`src/design/cfms_pkg.sv`:
```
// ----------------------------------------------------------------------------
// cfms_pkg: shared types and constants for the CAN FD message segmenter
// Beat layout of the frame word stream, pad descriptor and helper functions.
// ----------------------------------------------------------------------------
package cfms_pkg;

    localparam int unsigned ID_W     = 29;
    localparam int unsigned LEN_W    = 14;
    localparam int unsigned BYTE_W   = 8;
    localparam int unsigned WORD_W   = 64;
    localparam int unsigned IDX_W    = 3;
    localparam int unsigned POS_W    = 7;
    localparam int unsigned SEQ_W    = 8;

    localparam logic [LEN_W-1:0] MAX_LENGTH  = 14'd15809;
    localparam logic [POS_W-1:0] HEADER_LEN  = 7'd2;
    localparam logic [POS_W-1:0] FRAME_BYTES = 7'd64;
    localparam logic [IDX_W-1:0] LAST_WORD   = 3'd7;

    // length / 62 is computed as (length / 2) / 31 through a reciprocal
    // multiply; 33826 / 2^20 is exact for every dividend up to 34880.
    localparam logic [15:0] RECIP_31    = 16'd33826;
    localparam int unsigned RECIP_SHIFT = 20;

    localparam logic OP_START = 1'b0;
    localparam logic OP_DATA  = 1'b1;

    typedef struct packed {
        logic [ID_W-1:0]   frame_id;
        logic [WORD_W-1:0] frame_word;
        logic [IDX_W-1:0]  word_index;
        logic              frame_end;
        logic              message_end;
        logic              burst_end;
    } cfms_beat_t;

    // Describes the padding run that closes a message: words start_idx..7.
    typedef struct packed {
        logic              valid;
        logic [ID_W-1:0]   id;
        logic [WORD_W-1:0] word;
        logic [IDX_W-1:0]  start_idx;
        logic              last_frame;
    } cfms_pad_t;

    function automatic logic [SEQ_W-1:0] div62(input logic [LEN_W-1:0] len);
        logic [28:0] prod;
        prod = 29'(len[LEN_W-1:1]) * 29'(RECIP_31);
        return prod[RECIP_SHIFT+SEQ_W-1:RECIP_SHIFT];
    endfunction

    function automatic logic [WORD_W-1:0] frame_header(input logic [SEQ_W-1:0] seq,
                                                       input logic [SEQ_W-1:0] total);
        return {48'd0, total, seq};
    endfunction

endpackage

```
`src/design/cfms_in_if.sv`:
```
// ----------------------------------------------------------------------------
// cfms_in_if: input item channel of the segmenter
// Valid/ready channel carrying start items (id, length) and data bytes.
// ----------------------------------------------------------------------------
interface cfms_in_if;
    logic        valid;
    logic        ready;
    logic        op;
    logic [28:0] msg_id;
    logic [13:0] msg_length;
    logic [7:0]  data_byte;

    modport source (output valid, output op, output msg_id, output msg_length,
                    output data_byte, input ready);
    modport sink   (input valid, input op, input msg_id, input msg_length,
                    input data_byte, output ready);
endinterface

```
`src/design/cfms_out_if.sv`:
```
// ----------------------------------------------------------------------------
// cfms_out_if: frame word channel of the segmenter
// Valid/ready channel carrying one 64-bit frame word per beat with markers.
// ----------------------------------------------------------------------------
interface cfms_out_if;
    logic        valid;
    logic        ready;
    logic [28:0] frame_id;
    logic [63:0] frame_word;
    logic [2:0]  word_index;
    logic        frame_end;
    logic        message_end;
    logic        burst_end;

    modport source (output valid, output frame_id, output frame_word, output word_index,
                    output frame_end, output message_end, output burst_end, input ready);
    modport sink   (input valid, input frame_id, input frame_word, input word_index,
                    input frame_end, input message_end, input burst_end, output ready);
endinterface

```
`src/design/cfms_core.sv`:
```
// ----------------------------------------------------------------------------
// cfms_core: message state and frame assembly
// Keeps the message state, packs bytes into frame words and reports a
// completed word and the padding run that an accepted item causes.
// ----------------------------------------------------------------------------
module cfms_core
(
    input  logic                          clk,
    input  logic                          rst_n,
    input  logic                          accept,
    input  logic                          op,
    input  logic [cfms_pkg::ID_W-1:0]     msg_id,
    input  logic [cfms_pkg::LEN_W-1:0]    msg_length,
    input  logic [cfms_pkg::BYTE_W-1:0]   data_byte,
    output logic                          word_valid,
    output cfms_pkg::cfms_beat_t          word_beat,
    output cfms_pkg::cfms_pad_t           pad
);
    import cfms_pkg::*;

    logic               busy_reg, busy_next;
    logic [ID_W-1:0]    held_id_reg, held_id_next;
    logic [LEN_W-1:0]   bytes_left_reg, bytes_left_next;
    logic [SEQ_W-1:0]   seq_reg, seq_next;
    logic [SEQ_W-1:0]   total_reg, total_next;
    logic [POS_W-1:0]   pos_reg, pos_next;
    logic [WORD_W-1:0]  acc_reg, acc_next;

    logic [LEN_W-1:0]   len_sat;
    logic [WORD_W-1:0]  acc_or;
    logic [POS_W-1:0]   pos_inc;

    always_comb
    begin
        busy_next       = busy_reg;
        held_id_next    = held_id_reg;
        bytes_left_next = bytes_left_reg;
        seq_next        = seq_reg;
        total_next      = total_reg;
        pos_next        = pos_reg;
        acc_next        = acc_reg;
        word_valid      = 1'b0;
        word_beat       = '0;
        pad             = '0;
        len_sat         = (msg_length > MAX_LENGTH) ? MAX_LENGTH : msg_length;
        acc_or          = acc_reg | ({56'd0, data_byte} << {pos_reg[2:0], 3'b000});
        pos_inc         = pos_reg + 7'd1;

        if (accept)
        begin
            if (op == OP_START)
            begin
                held_id_next    = msg_id;
                bytes_left_next = len_sat;
                total_next      = div62(len_sat) + 8'd1;
                seq_next        = 8'd1;
                busy_next       = 1'b1;
                acc_next        = frame_header(8'd1, total_next);
                pos_next        = HEADER_LEN;
            end
            else if (busy_reg)
            begin
                if (bytes_left_reg != '0)
                begin
                    bytes_left_next = bytes_left_reg - 14'd1;
                end
                pos_next = pos_inc;
                if (pos_inc[2:0] == 3'd0)
                begin
                    word_valid             = 1'b1;
                    word_beat.frame_id     = held_id_reg;
                    word_beat.frame_word   = acc_or;
                    word_beat.word_index   = pos_reg[5:3];
                    word_beat.frame_end    = (pos_reg[5:3] == LAST_WORD);
                    word_beat.message_end  = (pos_reg[5:3] == LAST_WORD) &&
                                             (seq_reg == total_reg);
                    acc_next               = '0;
                end
                else
                begin
                    acc_next = acc_or;
                end
                if (pos_inc == FRAME_BYTES)
                begin
                    if (seq_reg < total_reg)
                    begin
                        seq_next = seq_reg + 8'd1;
                        acc_next = frame_header(seq_next, total_reg);
                        pos_next = HEADER_LEN;
                    end
                    else
                    begin
                        busy_next = 1'b0;
                    end
                end
            end

            // Once the last payload byte is in, the rest of the frame is padding.
            if (busy_next && (bytes_left_next == '0))
            begin
                pad.valid      = 1'b1;
                pad.id         = held_id_next;
                pad.word       = acc_next;
                pad.start_idx  = pos_next[5:3];
                pad.last_frame = (seq_next == total_next);
                busy_next      = 1'b0;
                acc_next       = '0;
                pos_next       = FRAME_BYTES;
            end
        end
        word_beat.burst_end = !pad.valid;
    end

    always_ff @(posedge clk or negedge rst_n)
    begin
        if (!rst_n)
        begin
            busy_reg       <= 1'b0;
            held_id_reg    <= '0;
            bytes_left_reg <= '0;
            seq_reg        <= '0;
            total_reg      <= '0;
            pos_reg        <= '0;
            acc_reg        <= '0;
        end
        else
        begin
            busy_reg       <= busy_next;
            held_id_reg    <= held_id_next;
            bytes_left_reg <= bytes_left_next;
            seq_reg        <= seq_next;
            total_reg      <= total_next;
            pos_reg        <= pos_next;
            acc_reg        <= acc_next;
        end
    end

`ifndef SYNTHESIS
    a_pos_in_frame: assert property (@(posedge clk) disable iff (!rst_n)
        busy_reg |-> (pos_reg >= HEADER_LEN) && (pos_reg < FRAME_BYTES))
        else $error("byte position outside the frame body while busy");

    a_seq_range: assert property (@(posedge clk) disable iff (!rst_n)
        busy_reg |-> (seq_reg != 8'd0) && (seq_reg <= total_reg))
        else $error("sequence number outside 1..total while busy");

    a_word_source: assert property (@(posedge clk) disable iff (!rst_n)
        word_valid |-> accept && (op == OP_DATA) && busy_reg)
        else $error("completed word without an accepted data beat");
`endif

endmodule

```
`src/design/cfms_emit.sv`:
```
// ----------------------------------------------------------------------------
// cfms_emit: output register and padding generator
// Holds the outgoing beat and plays out padding words one per cycle while the output slot is free.
// ----------------------------------------------------------------------------
module cfms_emit
(
    input  logic                  clk,
    input  logic                  rst_n,
    input  logic                  load,
    input  logic                  word_valid,
    input  cfms_pkg::cfms_beat_t  word_beat,
    input  cfms_pkg::cfms_pad_t   pad,
    output logic                  can_accept,
    cfms_out_if.source            out_ch
);
    import cfms_pkg::*;

    logic              out_valid_reg, out_valid_next;
    cfms_beat_t        out_reg, out_next;
    logic              pad_active_reg, pad_active_next;
    logic [ID_W-1:0]   pad_id_reg, pad_id_next;
    logic [WORD_W-1:0] pad_word_reg, pad_word_next;
    logic [IDX_W-1:0]  pad_idx_reg, pad_idx_next;
    logic              pad_last_reg, pad_last_next;
    logic              slot_free;

    assign slot_free  = !out_valid_reg || out_ch.ready;
    assign can_accept = !pad_active_reg && slot_free;

    always_comb
    begin
        out_valid_next  = out_valid_reg && !out_ch.ready;
        out_next        = out_reg;
        pad_active_next = pad_active_reg;
        pad_id_next     = pad_id_reg;
        pad_word_next   = pad_word_reg;
        pad_idx_next    = pad_idx_reg;
        pad_last_next   = pad_last_reg;

        if (load && word_valid)
        begin
            out_valid_next = 1'b1;
            out_next       = word_beat;
        end
        else if (pad_active_reg && slot_free)
        begin
            out_valid_next       = 1'b1;
            out_next.frame_id    = pad_id_reg;
            out_next.frame_word  = pad_word_reg;
            out_next.word_index  = pad_idx_reg;
            out_next.frame_end   = (pad_idx_reg == LAST_WORD);
            out_next.message_end = (pad_idx_reg == LAST_WORD) && pad_last_reg;
            out_next.burst_end   = (pad_idx_reg == LAST_WORD);
            pad_word_next        = '0;
            pad_idx_next         = pad_idx_reg + 3'd1;
            if (pad_idx_reg == LAST_WORD)
            begin
                pad_active_next = 1'b0;
            end
        end

        if (load && pad.valid)
        begin
            pad_active_next = 1'b1;
            pad_id_next     = pad.id;
            pad_word_next   = pad.word;
            pad_idx_next    = pad.start_idx;
            pad_last_next   = pad.last_frame;
        end
    end

    always_ff @(posedge clk or negedge rst_n)
    begin
        if (!rst_n)
        begin
            out_valid_reg  <= 1'b0;
            pad_active_reg <= 1'b0;
        end
        else
        begin
            out_valid_reg  <= out_valid_next;
            pad_active_reg <= pad_active_next;
        end
    end

    always_ff @(posedge clk)
    begin
        out_reg      <= out_next;
        pad_id_reg   <= pad_id_next;
        pad_word_reg <= pad_word_next;
        pad_idx_reg  <= pad_idx_next;
        pad_last_reg <= pad_last_next;
    end

    assign out_ch.valid       = out_valid_reg;
    assign out_ch.frame_id    = out_reg.frame_id;
    assign out_ch.frame_word  = out_reg.frame_word;
    assign out_ch.word_index  = out_reg.word_index;
    assign out_ch.frame_end   = out_reg.frame_end;
    assign out_ch.message_end = out_reg.message_end;
    assign out_ch.burst_end   = out_reg.burst_end;

`ifndef SYNTHESIS
    a_no_pad_overlap: assert property (@(posedge clk) disable iff (!rst_n)
        load && pad.valid |-> !pad_active_reg)
        else $error("new padding run started while one is still playing out");

    a_pad_ends_burst: assert property (@(posedge clk) disable iff (!rst_n)
        $fell(pad_active_reg) |-> out_valid_reg && out_reg.burst_end &&
                                  (out_reg.word_index == LAST_WORD))
        else $error("padding run ended without a closing beat");

    a_pad_continues: assert property (@(posedge clk) disable iff (!rst_n)
        pad_active_reg && slot_free && (pad_idx_reg != LAST_WORD) |=> pad_active_reg)
        else $error("padding run stopped before the last word");
`endif

endmodule

```
`src/design/can_fd_message_segmenter_top.sv`:
```
// ----------------------------------------------------------------------------
// can_fd_message_segmenter_top: CAN FD message segmenter
// Cuts a message into 64-byte frames (sequence, count, 62 payload bytes)
// and sends each frame as eight 64-bit words.
// ----------------------------------------------------------------------------
// Usage:
//   in_ch takes a start beat (op = 0) with the 29-bit id and the payload
//   length, then one data beat (op = 1) per payload byte. A start beat while
//   a message is open drops that message; data beats with no open message
//   are discarded. Lengths above 15809 are clipped to 15809.
//   out_ch gives frame words with word_index, frame_end, message_end and
//   burst_end (last word caused by one input beat).
//   A word appears on out_ch in the cycle after the beat that completes it.
//   in_ch takes one beat per cycle while out_ch keeps up and no padding is pending.
//   When the final payload byte (or the start of an empty message) arrives,
//   the padding words of the last frame follow one per cycle while out_ch
//   keeps up, and in_ch is held off until they have all entered the output
//   register.
//   A stall on out_ch holds the output register and, through ready, in_ch.
//   Reset clears the message state and drops any word not yet delivered;
//   the block is ready in the first cycle after reset.
// ----------------------------------------------------------------------------
module can_fd_message_segmenter_top
(
    input  logic       clk,
    input  logic       rst_n,
    cfms_in_if.sink    in_ch,
    cfms_out_if.source out_ch
);
    import cfms_pkg::*;

    logic       accept;
    logic       can_accept;
    logic       word_valid;
    cfms_beat_t word_beat;
    cfms_pad_t  pad;

    assign in_ch.ready = can_accept;
    assign accept      = in_ch.valid && can_accept;

    cfms_core u_core
    (
        .clk        (clk),
        .rst_n      (rst_n),
        .accept     (accept),
        .op         (in_ch.op),
        .msg_id     (in_ch.msg_id),
        .msg_length (in_ch.msg_length),
        .data_byte  (in_ch.data_byte),
        .word_valid (word_valid),
        .word_beat  (word_beat),
        .pad        (pad)
    );

    cfms_emit u_emit
    (
        .clk        (clk),
        .rst_n      (rst_n),
        .load       (accept),
        .word_valid (word_valid),
        .word_beat  (word_beat),
        .pad        (pad),
        .can_accept (can_accept),
        .out_ch     (out_ch)
    );

endmodule
```
`src/flat_wrapper.sv`:
```
// flat-port wrapper written by rule: the top's interface ports become plain ports
module can_fd_message_segmenter_top_flat import cfms_pkg::*;
  (clk, rst_n, in_ch_valid, in_ch_op, in_ch_msg_id, in_ch_msg_length, in_ch_data_byte, in_ch_ready, out_ch_valid, out_ch_frame_id, out_ch_frame_word, out_ch_word_index, out_ch_frame_end, out_ch_message_end, out_ch_burst_end, out_ch_ready);
  cfms_in_if in_ch_i ();
  cfms_out_if out_ch_i ();
  input  logic clk;
  input  logic rst_n;
  input wire logic [$bits(in_ch_i.valid)-1:0] in_ch_valid;
  input wire logic [$bits(in_ch_i.op)-1:0] in_ch_op;
  input wire logic [$bits(in_ch_i.msg_id)-1:0] in_ch_msg_id;
  input wire logic [$bits(in_ch_i.msg_length)-1:0] in_ch_msg_length;
  input wire logic [$bits(in_ch_i.data_byte)-1:0] in_ch_data_byte;
  output wire logic [$bits(in_ch_i.ready)-1:0] in_ch_ready;
  output wire logic [$bits(out_ch_i.valid)-1:0] out_ch_valid;
  output wire logic [$bits(out_ch_i.frame_id)-1:0] out_ch_frame_id;
  output wire logic [$bits(out_ch_i.frame_word)-1:0] out_ch_frame_word;
  output wire logic [$bits(out_ch_i.word_index)-1:0] out_ch_word_index;
  output wire logic [$bits(out_ch_i.frame_end)-1:0] out_ch_frame_end;
  output wire logic [$bits(out_ch_i.message_end)-1:0] out_ch_message_end;
  output wire logic [$bits(out_ch_i.burst_end)-1:0] out_ch_burst_end;
  input wire logic [$bits(out_ch_i.ready)-1:0] out_ch_ready;
  assign in_ch_i.valid = in_ch_valid;
  assign in_ch_i.op = in_ch_op;
  assign in_ch_i.msg_id = in_ch_msg_id;
  assign in_ch_i.msg_length = in_ch_msg_length;
  assign in_ch_i.data_byte = in_ch_data_byte;
  assign in_ch_ready = in_ch_i.ready;
  assign out_ch_valid = out_ch_i.valid;
  assign out_ch_frame_id = out_ch_i.frame_id;
  assign out_ch_frame_word = out_ch_i.frame_word;
  assign out_ch_word_index = out_ch_i.word_index;
  assign out_ch_frame_end = out_ch_i.frame_end;
  assign out_ch_message_end = out_ch_i.message_end;
  assign out_ch_burst_end = out_ch_i.burst_end;
  assign out_ch_i.ready = out_ch_ready;
  can_fd_message_segmenter_top u_core (.clk(clk), .rst_n(rst_n), .in_ch(in_ch_i), .out_ch(out_ch_i));
endmodule
```
`config.mk`:
```
export PLATFORM = sky130hd
export DESIGN_NAME = can_fd_message_segmenter_top_flat
export DESIGN_NICKNAME = d
export VERILOG_FILES = /design/src/design/cfms_pkg.sv /design/src/design/cfms_in_if.sv /design/src/design/cfms_out_if.sv /design/src/design/cfms_core.sv /design/src/design/cfms_emit.sv /design/src/design/can_fd_message_segmenter_top.sv /design/src/flat_wrapper.sv
export SDC_FILE = /design/constraint.sdc
export NUM_CORES = 1
export LEC_CHECK = 0
export ABC_CLOCK_PERIOD_IN_PS = 6500
export BUFFER_PORTS_ARGS = -buffer_cell sky130_fd_sc_hd__buf_2
export CELL_PAD_IN_SITES_DETAIL_PLACEMENT = 1
export CELL_PAD_IN_SITES_GLOBAL_PLACEMENT = 1
export CORE_MARGIN = 2
export CORE_UTILIZATION = 35
export DETAILED_ROUTE_END_ITERATION = 8
export HOLD_SLACK_MARGIN = 0.02
export PLACE_DENSITY_LB_ADDON = 0.2
export SYNTH_ARGS = -nofsm -noshare
export SYNTH_HDL_FRONTEND = slang
export SYNTH_SLANG_ARGS = --single-unit
```
`constraint.sdc`:
```
create_clock -name clk -period 6.5 [get_ports clk]
set_input_delay 0.65 -clock clk [delete_from_list [all_inputs] [get_ports clk]]
set_output_delay 0.65 -clock clk [all_outputs]
set_load 0.05 [all_outputs]
```
Word level (Yosys, flattened, before mapping)
Cells that the tools add are included.
{"block": "totals", "register_bits": 329, "word_cells": 115, "out_inout_bits": 101}
{"block": "classes", "n_eq_ne": 7, "add_sub_neg": 5, "n_reduce_logical": 24, "bitwise_logic": 1, "multipliers": 1, "n_lt_le_gt_ge": 2, "mux": 54, "shifts": 1}
{"op": "$mux W98", "n": 6}
{"op": "$mux W64", "n": 9}
{"op": "$mux W99", "n": 2}
{"op": "$mux W14", "n": 5}
{"op": "$or A64 B64 Y64", "n": 1}
{"op": "$shl A8 B6 Y64", "n": 1}
{"op": "$mux W8", "n": 7}
{"op": "$mux W7", "n": 5}
{"op": "$mux W29", "n": 1}
{"op": "$mul A13 B15 Y27 const B", "n": 1}
{"op": "$add A8 B1 Y8 const B", "n": 2}
{"op": "$eq A8 B8 Y1", "n": 2}
{"op": "$mux W1", "n": 16}
{"op": "$gt A14 B14 Y1 const B", "n": 1}
{"op": "$logic_not A14 Y1", "n": 1}
{"op": "$reduce_bool A14 Y1", "n": 1}
{"op": "$sub A14 B1 Y14 const B", "n": 1}
{"op": "$logic_and A1 B1 Y1", "n": 9}
{"op": "$mux W3", "n": 3}
{"op": "$lt A8 B8 Y1", "n": 1}
{"op": "$add A7 B1 Y7 const B", "n": 1}
{"op": "$eq A7 B7 Y1 const B", "n": 1}
{"op": "$eq A3 B3 Y1 const B", "n": 2}
{"op": "$reduce_and A2 Y1", "n": 3}
{"op": "other kinds (8)", "n": 13}

Depth between registers and ports, before layout
{"block": "logic_depth", "word_depth": 12, "mapped_depth": 21, "mapped_depth_nobuf": 20}

By module
Synthesis repeated with hierarchy kept, for this count alone.
{"block": "unflattened", "cells_unflattened": 1659, "hier_area_um2": 17809.6}
{"module": "cfms_core", "area_each_um2": 10028.4, "instances": 1, "cells_each": 1250}
{"module": "cfms_emit", "area_each_um2": 7775.0, "instances": 1, "cells_each": 408}
{"module": "can_fd_message_segmenter_top", "area_each_um2": 6.3, "instances": 1, "cells_each": 1}

Worst setup path after synthesis
No wires, ideal clock.
{"block": "synth_timing", "path_type": "in2reg", "startpoint": "in out_ch_ready", "endpoint": "reg u_core.u_emit.out_reg (netlist bit u_core.u_emit.out_ch.burst_end), enable pin", "path_stages": 9, "setup_ps": 461, "setup_slack_ps": 1087, "n_path_buf": 4, "t_arrival_ps": 4952, "path_cell_list": "nand2b_1 -> nor2b_1 -> and2_1 -> buf_2 -> nand4_1 -> clkbuf_1 -> buf_1 -> clkbuf_1 -> nand2_1"}
{"block": "synth_between", "elab_chain_cells": 6}
{"item": "start, declared", "line_no": "flat_wrapper.sv:21", "text": "input wire logic [$bits(out_ch_i.ready)-1:0] out_ch_ready;"}
{"item": "$logic_or A1 B1 Y1 *", "line_no": "cfms_emit.sv:27", "text": "assign slot_free = !out_valid_reg || out_ch.ready;"}
{"item": "$logic_and A1 B1 Y1 *", "line_no": "cfms_emit.sv:28", "text": "assign can_accept = !pad_active_reg && slot_free;"}
{"item": "net in_ch_ready", "line_no": "flat_wrapper.sv:13", "text": "output wire logic [$bits(in_ch_i.ready)-1:0] in_ch_ready;"}
{"item": "$logic_and A1 B1 Y1 *", "line_no": "can_fd_message_segmenter_top.sv:39", "text": "assign accept = in_ch.valid && can_accept;"}
{"item": "$mux W1", "line_no": "cfms_core.sv:49", "text": "if (accept)"}
{"item": "$logic_and A1 B1 Y1 *", "line_no": "cfms_emit.sv:40", "text": "if (load && word_valid)"}
{"item": "$reduce_bool A2 Y1 (no line) *"}
{"item": "end signal, assigned", "line_no": "cfms_emit.sv:88", "text": "out_reg <= out_next;"}
{"item": "end, declared", "line_no": "cfms_emit.sv:19", "text": "cfms_beat_t out_reg, out_next;"}
Mark *: on every way through the listed nets, which the timed path passes. The rest lies on a longest branch.
A chain may end at the register's enable or synchronous reset.

Worst setup path in the final report
{"block": "layout_timing", "startpoint": "in in_ch_msg_length[13]", "endpoint": "reg u_core.u_emit.pad_last_reg (data pin)"}
{"block": "layout_between", "elab_chain_cells": 7}
{"item": "start, declared", "line_no": "flat_wrapper.sv:11", "text": "input wire logic [$bits(in_ch_i.msg_length)-1:0] in_ch_msg_length;"}
{"item": "$gt A14 B14 Y1", "line_no": "cfms_core.sv:45", "text": "len_sat = (msg_length > MAX_LENGTH) ? MAX_LENGTH : msg_length;"}
{"item": "$mux W14 *", "line_no": "cfms_core.sv:45"}
{"item": "$mul A13 B15 Y27 / $mux W14 (equally long branches)", "line_no": "cfms_pkg.sv:48, cfms_core.sv:51"}
{"item": "$add A8 B1 Y8 / $mux W14 (equally long branches)", "line_no": "cfms_core.sv:55, cfms_core.sv:49"}
{"item": "$mux W8 / $logic_not A14 Y1 (equally long branches)", "line_no": "cfms_core.sv:51, cfms_core.sv:99"}
{"item": "$mux W8 / $logic_and A1 B1 Y1 (equally long branches)", "line_no": "cfms_core.sv:49, cfms_core.sv:99"}
{"item": "$eq A8 B8 Y1 / $reduce_and A2 Y1 (equally long branches)"}
{"item": "end signal, assigned", "line_no": "cfms_emit.sv:92", "text": "pad_last_reg <= pad_last_next;"}
{"item": "end, declared", "line_no": "cfms_emit.sv:24", "text": "logic pad_last_reg, pad_last_next;"}
Every way passes the cells marked *; elsewhere a longest branch is shown, timed or not. The select of a mux whose other input is x is not followed.

==> impl_metrics.json <==
{
  "outcome": "completed",
  "path_buf_inv": 3,
  "path_class": "in -> reg",
  "worst_ir_drop_vdd_v": 0.000178,
  "crit_arrival_ns": 5.90,
  "setup_repair_after_global_routing_missed_its_margin": "no",
  "antenna_violations_before_repair": 0,
  "setup_slack_at_placement_ns": 0.445,
  "delay_of_the_slowest_cell_on_the_worst_path_ns": 0.52,
  "synth_fa_ha_area_share_pct": 5.95,
  "finalSetupViolCount": 0,
  "num_rows": 81,
  "crit_path_max_fanout": 9,
  "cp-endpoint": "u_core.u_emit.pad_last_reg",
  "critical_path_depth": 20,
  "synth_commonest_cells": "196 x edfxtp_1, 164 x nand2_1, 133 x dfrtp_1, 127 x nor2_1, 124 x a21oi_1",
  "ff2ff_setup_slack_ns": 1.87,
  "design.portCount": 157,
  "synth_largest_type_area_fraction_pct": 34.1,
  "yosysSeqAreaShare_pct": 53.3,
  "groute.layer.met3.usage_pct": 2.98,
  "final_nets": 1823,
  "fin_worst_skew_ns": 0.0245,
  "postCtsSetupBuffers": 0,
  "totalNegativeSetupSlack_ns": 0,
  "postSynth.asyncResetShare_pct": 40.4,
  "syn_inst": 1585,
  "mappedNetlistArea_um2": 17300,
  "filler_cells_inserted": 5391,
  "worst_path_most_repeated_cell": "ha_1",
  "detail_route.iter0.violations": 748,
  "vias_in_the_first_global_route": 13500,
  "worstSetupEndpointType": "flip-flop",
  "cellPowerDensity_nw_per_um2": 281,
  "drive_above_1_share_pct": 19.5,
  "antenna_cells_inserted": 0,
  "timing.final.max_slew_violations": 0,
  "clk_root_buffer_cell": "clkbuf_16",
  "clock_tree_buf_depth": 3,
  "detailroute.via_count": 12900,
  "synth.net_count": 1719,
  "min_path_type": "in -> async",
  "synth_top_cell_by_area": "edfxtp_1",
  "timing.fmax_ghz": 0.180,
  "grt_first_pass_wirelength_um": 79900,
  "clock_tree_from_tritoncts": "built",
  "effective_utilization_at_floorplan_pct": 35.4,
  "netlist_top_cells_area": "edfxtp_1 34%, dfrtp_1 19%, ha_1 5.1%",
  "synth-simple-area-share_pct": 12.3,
  "synth_warnings": 0,
  "largest_family_of_logic_cells_by_synthesized_area": "compound AO/OA/AOI/OAI gates",
  "detailed_place_hpwl_um": 33600,
  "finalWorstPathRequiredPeriod_ns": 5.54,
  "timing.critical_path.cells": "buf_2, nand4_1, and2_1, ha_1, inv_1, fa_1, fa_1, inv_1, ha_1, ha_1, a21o_1, o2bb2ai_1, o41a_1, o31a_1, a211oi_1, nand4_1, nor3_1, o211ai_1, a21o_1, a2111oi_2",
  "detail_route.vias_per_cell": 5.41,
  "dr.pass1.iters": 5,
  "synth_compound_gate_area_share_pct": 16.6,
  "globalRouteMet2Util_pct": 35.3,
  "cts_buf_count": 39,
  "dieArea_um2": 51200,
  "postCtsResizedCells": 0,
  "core_area_um2": 48800,
  "place.port_buffers": 156,
  "worst_path_dominant_cell_family": "compound AO/OA/AOI/OAI gates",
  "global_route.peak_usage_layer": "met2",
  "r2r-start": "u_core.u_core.busy_reg",
  "ant_nets_after_route": 0,
  "critical_path.startpoint_type": "primary input",
  "clkSinkCount": 329,
  "timing.slew.headroom_pct": 17.3,
  "total_leakage_power_uw": 0.00829,
  "r2r_end": "u_core.u_emit.pad_word_reg[61]",
  "synth.avg_cell_area_um2": 10.9,
  "detail_route.wl_per_cell_um": 21.7,
  "max_cap_violations": 0,
  "synthesis_to_finish_area_growth_pct": 15.1,
  "clock_insertion_delay_at_the_later_pin_of_the_skew_report_ns": 0.56,
  "synthMostInstantiatedCell": "edfxtp_1",
  "transition_time_at_the_pin_with_the_least_slew_margin_ns": 1.24,
  "finalHoldViolCount": 0,
  "routabilityCongestion": 0.852,
  "clkTransAtPathRegs_ns": 0.06,
  "synth-edff-count": 196,
  "synth_ff_type": "edfxtp_1",
  "post_synth_mux_area_share_pct": 6.26,
  "drc_viols": 0,
  "number_of_synthesized_register_bits": 329,
  "synth.distinct_cells": 81,
  "worst_slack_ns": 0.956,
  "grt.met1_usage_pct": 26.2,
  "die_boundary_width_um": 226,
  "clock_tree.htree_level_count": 2,
  "worst_setup_path_start": "in_ch_msg_length[13]",
  "critical-path-slowest-cell": "fa_1",
  "period_share_pct": 85.3,
  "hold_buffers": 0,
  "global_route.usage.total_pct": 20.3,
  "routed_wirelength_um": 51700,
  "critical_path_required_ns": 6.86,
  "grt_start_max_net_pins": 101,
  "synth_xor_xnor_area_share_pct": 1.52,
  "floorplan.die.height_um": 226,
  "globalRoute.totalOverflow": 0,
  "worst-r2r-cell-count": 13
}
-- kinds of logic (layout without fill, tap and decap cells) --
kind of cell | Yosys count | after routing
XOR/XNOR | 30 | 30
flip-flops | 329 | 329
multiplexers | 100 | 100
adder cells (fa/ha/maj) | 78 | 78
buffers and inverters | 160 | 295
AND/OR/NAND/NOR | 439 | 439
AO/OA/AOI/OAI | 449 | 449
-- report_power, final --
part / switching [uW] / internal, uW / total [uW]
Sequential: 133 / 2310 / 2440
Combinational: 550 / 357 / 906
Clock: 881 / 1360 / 2240
-- stage by stage --
step	std cells	util, %	instance area, um2	power [uW]	hold WS (ns)
after floorplan	1585	-	17300	3090	0.354
after global placement	2312	38.0	18600	3360	0.482
after detailed placement	2312	38.0	18600	3380	0.495
after CTS	2384	40.7	19900	5660	0.146
after global routing	2384	40.7	19900	5860	0.179
final	2384	40.7	19900	5590	0.141
-- how the worst min path moves through the flow --
stage | start | end | depth (start not counted)
after floorplan | rst_n | u_core.u_core.acc_reg[0] | 0
after global placement | u_core.u_emit.pad_active_reg | u_core.u_emit.pad_active_reg | 2
after detailed placement | u_core.u_emit.pad_active_reg | u_core.u_emit.pad_active_reg | 2
after CTS | rst_n | u_core.u_core.held_id_reg[23] | 1
after global routing | rst_n | u_core.u_core.held_id_reg[6] | 1
final | rst_n | u_core.u_core.held_id_reg[23] | 1
-- routing by layer --
metal / up-vias / wire length (um)
met3: 54 / 2030
met4: 0 / 1050
met2: 247 / 25700
li1: 6066 / -
met5: - / 0
met1: 6533 / 22900
-- worst reg2reg max path, stage by stage, from the launching register on --
cell	delay, ns
dfrtp_1	0.32
buf_4	0.28
or3b_2	0.61
nor4_1	0.35
mux2i_1	0.30
a31oi_1	0.13
or4_1	0.57
or3_4	0.47
nor2_8	0.38
nand2_4	0.11
inv_1	0.07
buf_4	0.44
nand2_1	0.29
nor2_1	0.16
-- layout make-up --
class	count	area, um2	share of cell area (%)
Timing Repair Buffer	182	997	5.01
Clock buffer	67	1220	6.15
Clock inverter	5	88.8	0.447
Multi-Input combinational cell	1096	7380	37.1
Inverter	41	154	0.774
Tap cell	664	831	4.18
Sequential cell	329	9210	46.3
-- cells in the final DEF (no fill, tap or decap), types with 8 or more instances in the layout --
cell	instances
o21ai_0	121
nor3_1	20
ha_1	71
buf_4	26
a21oi_1	124
nand2_1	160
clkbuf_8	10
and2_1	11
buf_2	154
xnor2_1	18
nor2_4	10
nor4_1	8
clkbuf_16	41
mux2_2	64
a31oi_1	14
dfrtp_1	133
mux2i_1	36
nand3_1	20
or4_1	8
xor2_1	12
a22oi_1	45
clkbuf_1	16
a22o_1	45
and3_1	10
edfxtp_1	196
o31ai_1	23
a21o_1	9
nand2b_1	12
nor2_1	126
inv_1	40
Note: power is estimated with default switching activity, not from simulation.
